===== config.mk =====
export PLATFORM = sky130hd
export DESIGN_NAME = ps2_mouse_packet_event_decoder
export DESIGN_NICKNAME = d
export VERILOG_FILES = /design/src/rtl/ps2md_pkg.sv /design/src/rtl/ps2md_front.sv /design/src/rtl/ps2md_queue.sv /design/src/rtl/ps2md_back.sv /design/src/rtl/ps2_mouse_packet_event_decoder.sv
export SDC_FILE = /design/constraint.sdc
export NUM_CORES = 1
export LEC_CHECK = 0
export ABC_AREA = 1
export BUFFER_PORTS_ARGS = -buffer_cell sky130_fd_sc_hd__buf_2
export CAP_MARGIN = 20
export CORE_MARGIN = 5
export CORE_UTILIZATION = 53
export CTS_CLUSTER_SIZE = 10
export DETAILED_ROUTE_END_ITERATION = 8
export PLACE_DENSITY = 0.71
export SLEW_MARGIN = 20
export SYNTH_ARGS = -nofsm -noshare
export SYNTH_HDL_FRONTEND = slang
export SYNTH_SLANG_ARGS = --single-unit

===== constraint.sdc =====
create_clock -name i_clk -period 2.35 [get_ports i_clk]
set_input_delay 0.1175 -clock i_clk [delete_from_list [all_inputs] [get_ports i_clk]]
set_output_delay 0.1175 -clock i_clk [all_outputs]
set_load 0.005 [all_outputs]

===== src/rtl/ps2md_pkg.sv =====
package ps2md_pkg;

    // Input kinds
    localparam logic KIND_BYTE = 1'b0;
    localparam logic KIND_STOP = 1'b1;

    // Controller status and packet bit positions
    localparam int STATUS_FULL_BIT = 0;
    localparam int STATUS_AUX_BIT  = 5;
    localparam int RESYNC_BIT      = 3;
    localparam int OVF_X_BIT       = 6;
    localparam int OVF_Y_BIT       = 7;
    localparam int BTN_L_BIT       = 0;
    localparam int BTN_R_BIT       = 1;
    localparam int BTN_M_BIT       = 2;
    localparam int BTN_W           = 3;

    // Event types and codes
    typedef enum logic [1:0] {
        EVT_MOTION = 2'd0,
        EVT_KEY    = 2'd1,
        EVT_SYNC   = 2'd2
    } t_evt_type;

    localparam logic [2:0] CODE_X      = 3'd0;
    localparam logic [2:0] CODE_Y      = 3'd1;
    localparam logic [2:0] CODE_LEFT   = 3'd2;
    localparam logic [2:0] CODE_RIGHT  = 3'd3;
    localparam logic [2:0] CODE_MIDDLE = 3'd4;
    localparam logic [2:0] CODE_NONE   = 3'd0;

    localparam int VALUE_W = 9;

    // One decoded sample handed from front to back
    typedef struct packed {
        logic signed [VALUE_W-1:0] dx;
        logic signed [VALUE_W-1:0] dy;
        logic [BTN_W-1:0]          buttons;
        logic [BTN_W-1:0]          changed;
    } t_job;

    // Job queue sizing
    localparam int QUEUE_DEPTH = 2;
    localparam int QPTR_W      = (QUEUE_DEPTH > 1) ? $clog2(QUEUE_DEPTH) : 1;
    localparam int QCNT_W      = $clog2(QUEUE_DEPTH + 1);

endpackage


===== src/rtl/ps2md_front.sv =====
module ps2md_front (
    input  logic              i_clk,
    input  logic              i_rst_n,
    input  logic              i_cfg_we,
    input  logic              i_cfg_wdata,
    input  logic              i_accept,
    input  logic              i_kind,
    input  logic [7:0]        i_status,
    input  logic [7:0]        i_data,
    output logic              o_push,
    output ps2md_pkg::t_job   o_job
);

    logic [1:0]                      r_pos, n_pos;
    logic [ps2md_pkg::BTN_W-1:0]     r_held, n_held;
    logic                            r_enable;
    logic [7:0]                      r_b0, r_b1;
    logic                            byte_ok;
    logic [ps2md_pkg::BTN_W-1:0]     pkt_btn;
    logic [ps2md_pkg::BTN_W-1:0]     pkt_chg;
    logic signed [ps2md_pkg::VALUE_W-1:0] pkt_dx, pkt_dy;

    assign byte_ok = i_status[ps2md_pkg::STATUS_FULL_BIT]
                   & i_status[ps2md_pkg::STATUS_AUX_BIT] & r_enable;

    // Decode of a completed packet (third byte is the current data)
    assign pkt_btn = r_b0[ps2md_pkg::BTN_W-1:0];
    assign pkt_chg = pkt_btn ^ r_held;
    assign pkt_dx  = {r_b1[7], r_b1};
    assign pkt_dy  = -{i_data[7], i_data};

    // Packet assembly and held-button tracking
    always_comb begin
        n_pos  = r_pos;
        n_held = r_held;
        o_push = 1'b0;
        o_job  = '{dx: '0, dy: '0, buttons: '0, changed: r_held};
        if (i_accept) begin
            if (i_kind == ps2md_pkg::KIND_STOP) begin
                n_pos = 2'd0;
                if (r_held != '0) begin
                    o_push = 1'b1;
                    n_held = '0;
                end
            end else if (byte_ok) begin
                priority if (r_pos == 2'd0) begin
                    if (i_data[ps2md_pkg::RESYNC_BIT])
                        n_pos = 2'd1;
                end else if (r_pos == 2'd1) begin
                    n_pos = 2'd2;
                end else begin
                    n_pos = 2'd0;
                    o_job = '{dx: pkt_dx, dy: pkt_dy, buttons: pkt_btn, changed: pkt_chg};
                    if (!r_b0[ps2md_pkg::OVF_X_BIT] && !r_b0[ps2md_pkg::OVF_Y_BIT]
                        && (pkt_dx != '0 || pkt_dy != '0 || pkt_chg != '0)) begin
                        o_push = 1'b1;
                        n_held = pkt_btn;
                    end
                end
            end
        end
    end

    // Control state
    always_ff @(posedge i_clk) begin
        if (!i_rst_n) begin
            r_pos    <= 2'd0;
            r_held   <= '0;
            r_enable <= 1'b0;
        end else begin
            r_pos  <= n_pos;
            r_held <= n_held;
            if (i_cfg_we)
                r_enable <= i_cfg_wdata;
        end
    end

    // Packet byte storage
    always_ff @(posedge i_clk) begin
        if (i_accept && i_kind == ps2md_pkg::KIND_BYTE && byte_ok) begin
            if (r_pos == 2'd0)
                r_b0 <= i_data;
            if (r_pos == 2'd1)
                r_b1 <= i_data;
        end
    end

endmodule


===== src/rtl/ps2md_queue.sv =====
module ps2md_queue (
    input  logic              i_clk,
    input  logic              i_rst_n,
    input  logic              i_push,
    input  ps2md_pkg::t_job   i_job,
    input  logic              i_pop,
    output logic              o_full,
    output logic              o_valid,
    output ps2md_pkg::t_job   o_job
);

    localparam logic [ps2md_pkg::QPTR_W-1:0] PTR_LAST =
        ps2md_pkg::QPTR_W'(ps2md_pkg::QUEUE_DEPTH - 1);
    localparam logic [ps2md_pkg::QCNT_W-1:0] CNT_FULL =
        ps2md_pkg::QCNT_W'(ps2md_pkg::QUEUE_DEPTH);

    ps2md_pkg::t_job                  r_entry [ps2md_pkg::QUEUE_DEPTH];
    logic [ps2md_pkg::QPTR_W-1:0]     r_wr_ptr, r_rd_ptr;
    logic [ps2md_pkg::QCNT_W-1:0]     r_count;
    logic                             do_push, do_pop;

    assign o_full  = (r_count == CNT_FULL);
    assign o_valid = (r_count != '0);
    assign o_job   = r_entry[r_rd_ptr];
    assign do_push = i_push & ~o_full;
    assign do_pop  = i_pop & o_valid;

    // Pointers and fill count
    always_ff @(posedge i_clk) begin
        if (!i_rst_n) begin
            r_wr_ptr <= '0;
            r_rd_ptr <= '0;
            r_count  <= '0;
        end else begin
            if (do_push)
                r_wr_ptr <= (r_wr_ptr == PTR_LAST) ? '0 : r_wr_ptr + 1'b1;
            if (do_pop)
                r_rd_ptr <= (r_rd_ptr == PTR_LAST) ? '0 : r_rd_ptr + 1'b1;
            if (do_push && !do_pop)
                r_count <= r_count + 1'b1;
            else if (do_pop && !do_push)
                r_count <= r_count - 1'b1;
        end
    end

    // Entry storage
    always_ff @(posedge i_clk) begin
        if (do_push)
            r_entry[r_wr_ptr] <= i_job;
    end

endmodule


===== src/rtl/ps2md_back.sv =====
module ps2md_back (
    input  logic                 i_clk,
    input  logic                 i_rst_n,
    input  logic                 i_job_valid,
    input  ps2md_pkg::t_job      i_job,
    output logic                 o_job_pop,
    input  logic                 i_ready,
    output logic                 o_valid,
    output ps2md_pkg::t_evt_type o_type,
    output logic [2:0]           o_code,
    output logic [ps2md_pkg::VALUE_W-1:0] o_value,
    output logic                 o_last
);

    // Pending-event mask bit positions, in emit order
    localparam int PEND_X    = 0;
    localparam int PEND_Y    = 1;
    localparam int PEND_L    = 2;
    localparam int PEND_R    = 3;
    localparam int PEND_M    = 4;
    localparam int PEND_SYNC = 5;
    localparam int PEND_W    = 6;

    logic [PEND_W-1:0]                r_pend, n_pend;
    ps2md_pkg::t_job                  r_job;
    logic                             r_out_valid;
    ps2md_pkg::t_evt_type             r_out_type, n_out_type;
    logic [2:0]                       r_out_code, n_out_code;
    logic [ps2md_pkg::VALUE_W-1:0]    r_out_value, n_out_value;
    logic                             r_out_last, n_out_last;
    logic                             advance;

    assign advance   = (r_pend != '0) && (!r_out_valid || i_ready);
    assign o_job_pop = (r_pend == '0) && i_job_valid;

    // Pick the next pending event
    always_comb begin
        n_pend      = r_pend;
        n_out_type  = ps2md_pkg::EVT_SYNC;
        n_out_code  = ps2md_pkg::CODE_NONE;
        n_out_value = '0;
        n_out_last  = 1'b0;
        priority if (r_pend[PEND_X]) begin
            n_pend[PEND_X] = 1'b0;
            n_out_type     = ps2md_pkg::EVT_MOTION;
            n_out_code     = ps2md_pkg::CODE_X;
            n_out_value    = r_job.dx;
        end else if (r_pend[PEND_Y]) begin
            n_pend[PEND_Y] = 1'b0;
            n_out_type     = ps2md_pkg::EVT_MOTION;
            n_out_code     = ps2md_pkg::CODE_Y;
            n_out_value    = r_job.dy;
        end else if (r_pend[PEND_L]) begin
            n_pend[PEND_L] = 1'b0;
            n_out_type     = ps2md_pkg::EVT_KEY;
            n_out_code     = ps2md_pkg::CODE_LEFT;
            n_out_value    = ps2md_pkg::VALUE_W'(r_job.buttons[ps2md_pkg::BTN_L_BIT]);
        end else if (r_pend[PEND_R]) begin
            n_pend[PEND_R] = 1'b0;
            n_out_type     = ps2md_pkg::EVT_KEY;
            n_out_code     = ps2md_pkg::CODE_RIGHT;
            n_out_value    = ps2md_pkg::VALUE_W'(r_job.buttons[ps2md_pkg::BTN_R_BIT]);
        end else if (r_pend[PEND_M]) begin
            n_pend[PEND_M] = 1'b0;
            n_out_type     = ps2md_pkg::EVT_KEY;
            n_out_code     = ps2md_pkg::CODE_MIDDLE;
            n_out_value    = ps2md_pkg::VALUE_W'(r_job.buttons[ps2md_pkg::BTN_M_BIT]);
        end else begin
            n_pend[PEND_SYNC] = 1'b0;
            n_out_last        = 1'b1;
        end
    end

    // Job load and event mask
    always_ff @(posedge i_clk) begin
        if (!i_rst_n) begin
            r_pend <= '0;
        end else if (o_job_pop) begin
            r_pend <= {1'b1, i_job.changed[ps2md_pkg::BTN_M_BIT],
                       i_job.changed[ps2md_pkg::BTN_R_BIT],
                       i_job.changed[ps2md_pkg::BTN_L_BIT],
                       i_job.dy != '0, i_job.dx != '0};
        end else if (advance) begin
            r_pend <= n_pend;
        end
    end

    always_ff @(posedge i_clk) begin
        if (o_job_pop)
            r_job <= i_job;
    end

    // Output register
    always_ff @(posedge i_clk) begin
        if (!i_rst_n) begin
            r_out_valid <= 1'b0;
        end else if (advance) begin
            r_out_valid <= 1'b1;
        end else if (i_ready) begin
            r_out_valid <= 1'b0;
        end
    end

    always_ff @(posedge i_clk) begin
        if (advance) begin
            r_out_type  <= n_out_type;
            r_out_code  <= n_out_code;
            r_out_value <= n_out_value;
            r_out_last  <= n_out_last;
        end
    end

    assign o_valid = r_out_valid;
    assign o_type  = r_out_type;
    assign o_code  = r_out_code;
    assign o_value = r_out_value;
    assign o_last  = r_out_last;

endmodule


===== src/rtl/ps2_mouse_packet_event_decoder.sv =====
// A packet's or stop beat's first event passes the job queue, event mask and output register.
// Throughput: input beats are taken every cycle while the 2-entry job queue has room;
// the event serializer loads one job at a time and emits its events in order (up to 6),
// taking the next job only once all have left, and stalls the output register on backpressure.
// Reset (i_rst_n low, synchronous): assembly restarts, no buttons held,
// streaming disabled, job queue and output empty.
module ps2_mouse_packet_event_decoder (
    input  logic        i_clk,
    input  logic        i_rst_n,
    input  logic        i_cfg_we,
    input  logic        i_cfg_wdata,      // stream_enable
    input  logic        s_axis_tvalid,
    output logic        s_axis_tready,
    input  logic [15:0] s_axis_tdata,     // [7:0] status_byte, [15:8] data_byte
    input  logic        s_axis_tuser,     // [0] kind
    output logic        m_axis_tvalid,
    input  logic        m_axis_tready,
    output logic [15:0] m_axis_tdata,     // [2:0] event_code, [11:3] event_value, [15:12] 0
    output logic [1:0]  m_axis_tuser,     // [1:0] event_type
    output logic        m_axis_tlast      // last_event
);

    logic                             accept;
    logic                             push;
    ps2md_pkg::t_job                  front_job;
    logic                             q_full;
    logic                             q_valid;
    ps2md_pkg::t_job                  q_job;
    logic                             pop;
    ps2md_pkg::t_evt_type             ev_type;
    logic [2:0]                       ev_code;
    logic [ps2md_pkg::VALUE_W-1:0]    ev_value;

    assign s_axis_tready = ~q_full;
    assign accept        = s_axis_tvalid & s_axis_tready;

    ps2md_front u_front (
        .i_clk       (i_clk),
        .i_rst_n     (i_rst_n),
        .i_cfg_we    (i_cfg_we),
        .i_cfg_wdata (i_cfg_wdata),
        .i_accept    (accept),
        .i_kind      (s_axis_tuser),
        .i_status    (s_axis_tdata[7:0]),
        .i_data      (s_axis_tdata[15:8]),
        .o_push      (push),
        .o_job       (front_job)
    );

    ps2md_queue u_queue (
        .i_clk   (i_clk),
        .i_rst_n (i_rst_n),
        .i_push  (push),
        .i_job   (front_job),
        .i_pop   (pop),
        .o_full  (q_full),
        .o_valid (q_valid),
        .o_job   (q_job)
    );

    ps2md_back u_back (
        .i_clk       (i_clk),
        .i_rst_n     (i_rst_n),
        .i_job_valid (q_valid),
        .i_job       (q_job),
        .o_job_pop   (pop),
        .i_ready     (m_axis_tready),
        .o_valid     (m_axis_tvalid),
        .o_type      (ev_type),
        .o_code      (ev_code),
        .o_value     (ev_value),
        .o_last      (m_axis_tlast)
    );

    assign m_axis_tuser = ev_type;
    assign m_axis_tdata = {4'b0000, ev_value, ev_code};

endmodule


==> metrics.txt, run 1 <==
status finished, final reports clean; Worst Hold Launch m_axis_tready; Yosys Warn Count 0; # nets final 497; post-DP HPWL 5410 um; Vias 2,878; crit path time final 2160 ps; number of global-route vias before repair 2,796; cell count of the worst reg-to-reg path 17; setup TNS 0 ps; clk_skew 10.7 ps; Synth Area in Simple Gates 14.6%; HP Class input pin to register; worst slew pin tran 647 ps; largest net degree at the start of global routing 28; crit share post-route 92.1%; CTS tree yes; pre-CTS setup slack -11.9 ps; Seq/Total Area, Yosys 67.2%; Avg Inst Size Synth 11.1 um^2; area of the die 10,800 um^2; Remaining DRCs 0; # diodes 0; worst path cell trace dlygate4sd3_1 -> buf_2 -> nor2_2 -> nand2_1 -> o21bai_2 -> nand2_1 -> nor2_1 -> nand3_1 -> nand2_2 -> nand2_4 -> nand2_1 -> inv_1 -> ha_4 -> a21oi_1 -> o21ai_0 -> o21ai_0 -> a21oi_1; drt pass-1 iters 4; H-Tree Depth 3; Synth cell types 33; post-synthesis adder-cell area fraction 0.800%; VDD IR max 416 uV; CP Max Fanout 4; Worst Slack Setup Final 185 ps; IO Count 44; Routed Antenna Nets 0; Post-Syn Area 4690 um^2; CP arrival 2420 ps; Total Routing Usage GR 14.3%; P_leak 2.11 nW; final hold viol count 0; fmax 462 MHz; CTS root buffer clkbuf_8; clock buffer depth 2; post-synthesis mux area share 3.04%; Hold Path End u_back.o_valid; Slew headroom 56.8%; drt via density 4.93; RSZ-0062 raised after global routing no; Wirelength per Cell 12.9 um; antenna violations before repair 0; die height 104 um; clk slew on worst S/H paths 100 ps; slowest stage delay, CP 530 ps; Final Core Density 61.2%; Fillers 707; Worst R2R Start u_front.r_b0[0]; Routed WL 7550 um; total power 0.00546 W; commonest cells after routing, fill and taps aside 93 x edfxtp_1, 73 x nand2_1, 56 x inv_1; r2r setup slk 200 ps; final setup vio count 0; Slowest-stage cell, CP dlygate4sd3_1; PortBufs 33; DR iter-0 viols 90; critical path launch point type input pin; Seq cells post-synth 111; Layout area overhead 13.2%; fraction of layout cells with a size suffix above 1 20.2%; commonest non-fill, non-tap cell in the layout edfxtp_1; Slew Viols, Final 0; largest family of logic cells by synthesized area simple AND/OR/NAND/NOR gates; Cells after Synth 421; Post-Synth XOR/XNOR Area 0.373%; area of the core 8680 um^2; Max-cap violations 0; total CTS buffers 9; cell repeated most along the worst path nand2_1; FP Rows 34; Hold Path Stages 4; r2r endpoint u_queue.r_count[1]; CTS Sinks 111; Die W 104 um; initial core utilization 54.1%; worst skew pair latency 370 ps; grt ovf 0; Final GP Congestion 0.836; first-pass GRT wire length 12,500 um; Synth Area in Compound Gates 6.78%; CP Capture Type register; CP required 2610 ps; PD cells 1030 nW/um^2; WS Path Type input pin to register
worst max-delay path, delay by kind of cell:
| family | cells | cell delay, ps |
|---|---|---|
| buffers and inverters | 3 | 780 |
| AND/OR/NAND/NOR | 8 | 750 |
| AO/OA/AOI/OAI | 5 | 540 |
| adder cells (fa/ha/maj) | 1 | 220 |
how the worst max path moves through the flow:
stage                           from                     to  slack [ps]  depth (start not counted)
finish              s_axis_tdata[12]     u_queue.r_count[1]         190                         17
detailed placement   s_axis_tdata[8]     u_queue.r_count[1]         -10                         19
CTS                  u_front.r_b0[0]     u_queue.r_count[1]          90                         17
global placement     s_axis_tdata[8]     u_queue.r_count[1]          50                         19
global route         u_front.r_b0[0]     u_queue.r_count[1]          20                         17
floorplan            s_axis_tdata[8]  u_queue.r_entry[0][0]         180                         12
Yosys cell counts:
cell | instances | area [um^2]
nor2_2 | 5 | 31.3
edfxtp_1 | 93 | 2790
nor4_1 | 3 | 18.8
nand3_1 | 20 | 100
a21oi_1 | 24 | 120
nand3_2 | 1 | 10.0
o221ai_1 | 1 | 8.76
o21ai_0 | 24 | 120
inv_1 | 56 | 210
clkbuf_1 | 2 | 7.51
nand4_1 | 4 | 25.0
buf_6 | 2 | 22.5
nor2_1 | 43 | 161
nand2_1 | 73 | 274
conb_1 | 1 | 3.75
o211ai_2 | 1 | 12.5
ha_1 | 3 | 37.5
a41oi_2 | 1 | 16.3
inv_2 | 6 | 22.5
o21ai_2 | 1 | 8.76
o21ai_1 | 4 | 20.0
mux2_2 | 10 | 113
mux2i_1 | 3 | 30.0
nand2_2 | 4 | 25.0
nor3_1 | 1 | 5.00
nor2_4 | 1 | 11.3
nor3_2 | 1 | 10.0
buf_4 | 7 | 52.6
xor2_1 | 2 | 17.5
buf_2 | 4 | 20.0
o21bai_2 | 1 | 11.3
dfxtp_1 | 18 | 360
nand2_4 | 1 | 11.3
flip-flops by register name (all words and copies together), names as in the netlist, 2 cells and up, named ones only:
name / cells
u_queue.r_count: 2
u_back.r_pend: 6
u_front.r_b0: 5
u_back.r_job: 20
u_front.r_pos: 2
u_back.o_code: 3
u_queue.r_entry: 46
u_front.r_b1: 8
u_back.o_value: 9
u_front.r_held: 3
u_back.o_type: 2
cells by family (layout without fill, tap and decap cells):
| logic type | Yosys count | count (layout) |
|---|---|---|
| buffers and inverters | 77 | 129 |
| AO/OA/AOI/OAI | 57 | 57 |
| XOR/XNOR | 2 | 2 |
| other | 1 | 4 |
| adder cells (fa/ha/maj) | 3 | 3 |
| AND/OR/NAND/NOR | 157 | 157 |
| multiplexers | 13 | 13 |
| flip-flops | 111 | 111 |
area by class of cell:
| type | count | area (um^2) | share of cell area (%) |
|---|---|---|---|
| clock inverters | 7 | 80.1 | 1.51 |
| flip-flops and latches | 111 | 3150 | 59.4 |
| multi-input cells | 236 | 1240 | 23.4 |
| repair buffers | 51 | 345 | 6.50 |
| clock buffers | 9 | 124 | 2.33 |
| well taps | 108 | 135 | 2.54 |
| inverters | 62 | 233 | 4.38 |
report_power, final:
part / leakage [nW] / switching, W / total, W / internal (W)
Sequential: 1.00 / 0.000194 / 0.00292 / 0.00273
Combinational: 1.01 / 0.000902 / 0.00139 / 0.000493
Clock: 0.102 / 0.000636 / 0.00114 / 0.000506
layer usage:
layer  vias up  track usage, %  share of wire [%]
li1       1504               -                  -
met1      1297            17.7                 44
met2        66            24.4                 50
met3        11            3.85                5.0
met4         0            4.44                1.3
met5         -               0                  0
metrics by stage:
| stage | cells | hold slack [ps] | instance area [um^2] |
|---|---|---|---|
| after floorplan | 424 | 211 | 4700 |
| after global placement | 559 | 307 | 4990 |
| after detailed placement | 559 | 322 | 4990 |
| after CTS | 582 | 4.75 | 5270 |
| after global routing | 584 | 37.5 | 5310 |
| final | 584 | 29.8 | 5310 |
timing repair:
action,in CTS,in global routing
setup endpoints to repair,0,1
hold buffers,7,1
endpoints found under the hold margin,9,2
buffers inserted,0,1
gates resized for setup,0,4
Power figures use the tool's default switching activity.
==> inputs of run 2 (changes only) <==
- CORE_UTILIZATION: 53 -> 55
- SLEW_MARGIN: 20 -> 5
- clock period: 2.35 -> 2.05 ns (I/O delays scaled with it)
==> metrics.txt, run 2 (synthesis gave the netlist of run 1 again) <==
status finished, final reports clean; number of global-route vias before repair 2,928 (+4.7%); area of the die 10,500 um^2 (-3.3%); critical path launch point type register; CP required 2310 ps (-300 ps); GRT met2 Usage 28.9% (+4.5 points); Routed Antenna Nets 0 (unchanged); initial core utilization 56.8% (+2.8 points); crit path time final 2050 ps; FP Rows 33 (-2.9%); DR iter-0 viols 163 (+81%); Final GP Congestion 0.860 (+2.8%); largest net degree at the start of global routing 28 (unchanged); post-DP HPWL 5880 um (+8.6%); H-Tree Depth 3 (unchanged); P_leak 2.28 nW (+7.8%); grt ovf 0 (unchanged); drt pass-1 iters 4 (unchanged); CTS tree yes; global route hottest layer met2; total CTS buffers 9 (unchanged); Hold Path Stages 4 (unchanged); # nets final 528 (+6.2%); total power 0.00658 W (+21%); clk slew on worst S/H paths 100 ps (about the same); CP Capture Type register; # diodes 0 (unchanged); Layout area overhead 18.7%; cell repeated most along the worst path nand2_1; Remaining DRCs 0 (unchanged); Die W 102 um (-1.7%); clk_skew 9.33 ps (-1.37 ps); slowest stage delay, CP 450 ps (-80 ps); final hold viol count 0 (unchanged); r2r endpoint u_queue.r_count[1]; RSZ-0062 raised after global routing yes; Max-cap violations 0 (unchanged); CP arrival 2310 ps (-110 ps); r2r setup slk 3 ps (-200 ps); CP Max Fanout 3 (-1); commonest non-fill, non-tap cell in the layout edfxtp_1; IO Count 44 (unchanged); commonest cells after routing, fill and taps aside 93 x edfxtp_1, 71 x nand2_1, 54 x inv_1; Biggest register u_queue.r_entry; WS Path Type register to register; Hold Path End u_back.o_valid; worst skew pair latency 370 ps (about the same); HP Class input pin to register; final setup vio count 0 (unchanged); area of the core 8260 um^2 (-4.8%); max reg flops 46 (unchanged); crit share post-route 99.9%; Vias 3,041 (+5.7%); grt met1 use 21.0% (+3.3 points); met3 usage 2.80% (-1.0 points); fraction of layout cells with a size suffix above 1 27.0% (+6.9 points); Wirelength per Cell 13.1 um (+1.6%); die height 102 um (-1.7%); CTS Sinks 111 (unchanged); cell count of the worst reg-to-reg path 17 (unchanged); antenna violations before repair 0 (unchanged); worst path cell trace inv_1 -> nand2_1 -> nand2_1 -> nand2_1 -> nor2_1 -> nand2_1 -> nor2_1 -> nand3_1 -> nand2_2 -> nand2_4 -> nand2_4 -> inv_2 -> ha_4 -> a21oi_2 -> o21ai_1 -> o21ai_1 -> a21oi_1; fmax 488 MHz; CTS root buffer clkbuf_8; Worst Hold Launch m_axis_tready; VDD IR max 483 uV (+16%); Routed WL 8030 um (+6.4%); first-pass GRT wire length 13,300 um (+6.2%); Slowest-stage cell, CP edfxtp_1; drt via density 4.97 (+0.83%); PD cells 1180 nW/um^2 (+15%); clock buffer depth 2 (unchanged); Total Routing Usage GR 16.6% (+2.3 points); Hold Slack 27.0 ps (-2.88 ps); Slew Viols, Final 0 (unchanged); PortBufs 33 (unchanged); Worst R2R Start u_front.r_b0[1]
## run 2: cell count changes in the layout (fill, tap and decap cells not counted), sizes merged
| cell | delta |
|---|---|
| dlygate4sd3 | -4 |
| bufinv | +1 |
| clkinv | -1 |
| buf | +35 |
## run 2: how the worst max path moves through the flow
stage	slack, ps	end	startpoint	cells after the start
6_report	3	u_queue.r_count[1]	u_front.r_b0[1]	17
5_1_grt	-140	u_queue.r_count[1]	u_front.r_b0[1]	17
4_1_cts	50	u_queue.r_count[1]	u_front.r_b0[1]	17
3_5_place_dp	-180	u_queue.r_count[1]	s_axis_tdata[8]	17
3_3_place_gp	-110	u_queue.r_count[1]	s_axis_tdata[8]	17
2_1_floorplan	10	u_queue.r_count[1]	s_axis_tdata[8]	18
## run 2: area by class of cell
type,count,area (um^2)
Clock buffer,9,124
Clock inverter,7,105
Fill cell,657,2690
Inverter,62,233
Multi-Input combinational cell,236,1250
Sequential cell,111,3160
Tap cell,105,131
Timing Repair Buffer,82,568
## run 2: metrics by stage
| step | utilization, % | setup WS (ps) | cell area (um^2) | cells | TNS (ps) |
|---|---|---|---|---|---|
| after floorplan | - | 9.68 | 4710 | 424 | 0 |
| after global placement | 63.5 | -112 | 5240 | 589 | -112 |
| after detailed placement | 63.5 | -176 | 5240 | 589 | -176 |
| after CTS | 67.1 | 52.5 | 5540 | 610 | 0 |
| after global routing | 67.4 | -138 | 5570 | 612 | -376 |
| final | 67.4 | 2.63 | 5570 | 612 | 0 |
## run 2: timing repair
item | 4_1_cts | 5_1_grt
hold buffers | 4 | 0
pin swaps | 0 | 2
hold endpoints to repair | 4 | 0
setup endpoints to repair | 1 | 25
gates resized for setup | 6 | 6
buffers inserted | 1 | 2
## run 2: routing by layer
metal	share of wire, %	vias up
met1	44	1412
met2	51	59
met3	4.5	9
met5	0	-
li1	-	1561
met4	1.3	0
## run 2: power by group
| part | switching, W | total [W] | internal [W] | leakage, nW |
|---|---|---|---|---|
| logic | 0.00112 | 0.00181 | 0.000696 | 1.16 |
| clock network | 0.000752 | 0.00146 | 0.000705 | 0.112 |
| registers | 0.000185 | 0.00331 | 0.00312 | 1.00 |
## run 2: critical path, delay by kind of cell, from the launching register on
family,cells,cell delay (ps)
buf+inv,2,150
compound gates,4,370
simple gates,10,740
flops,1,450
fa+ha+maj,1,210
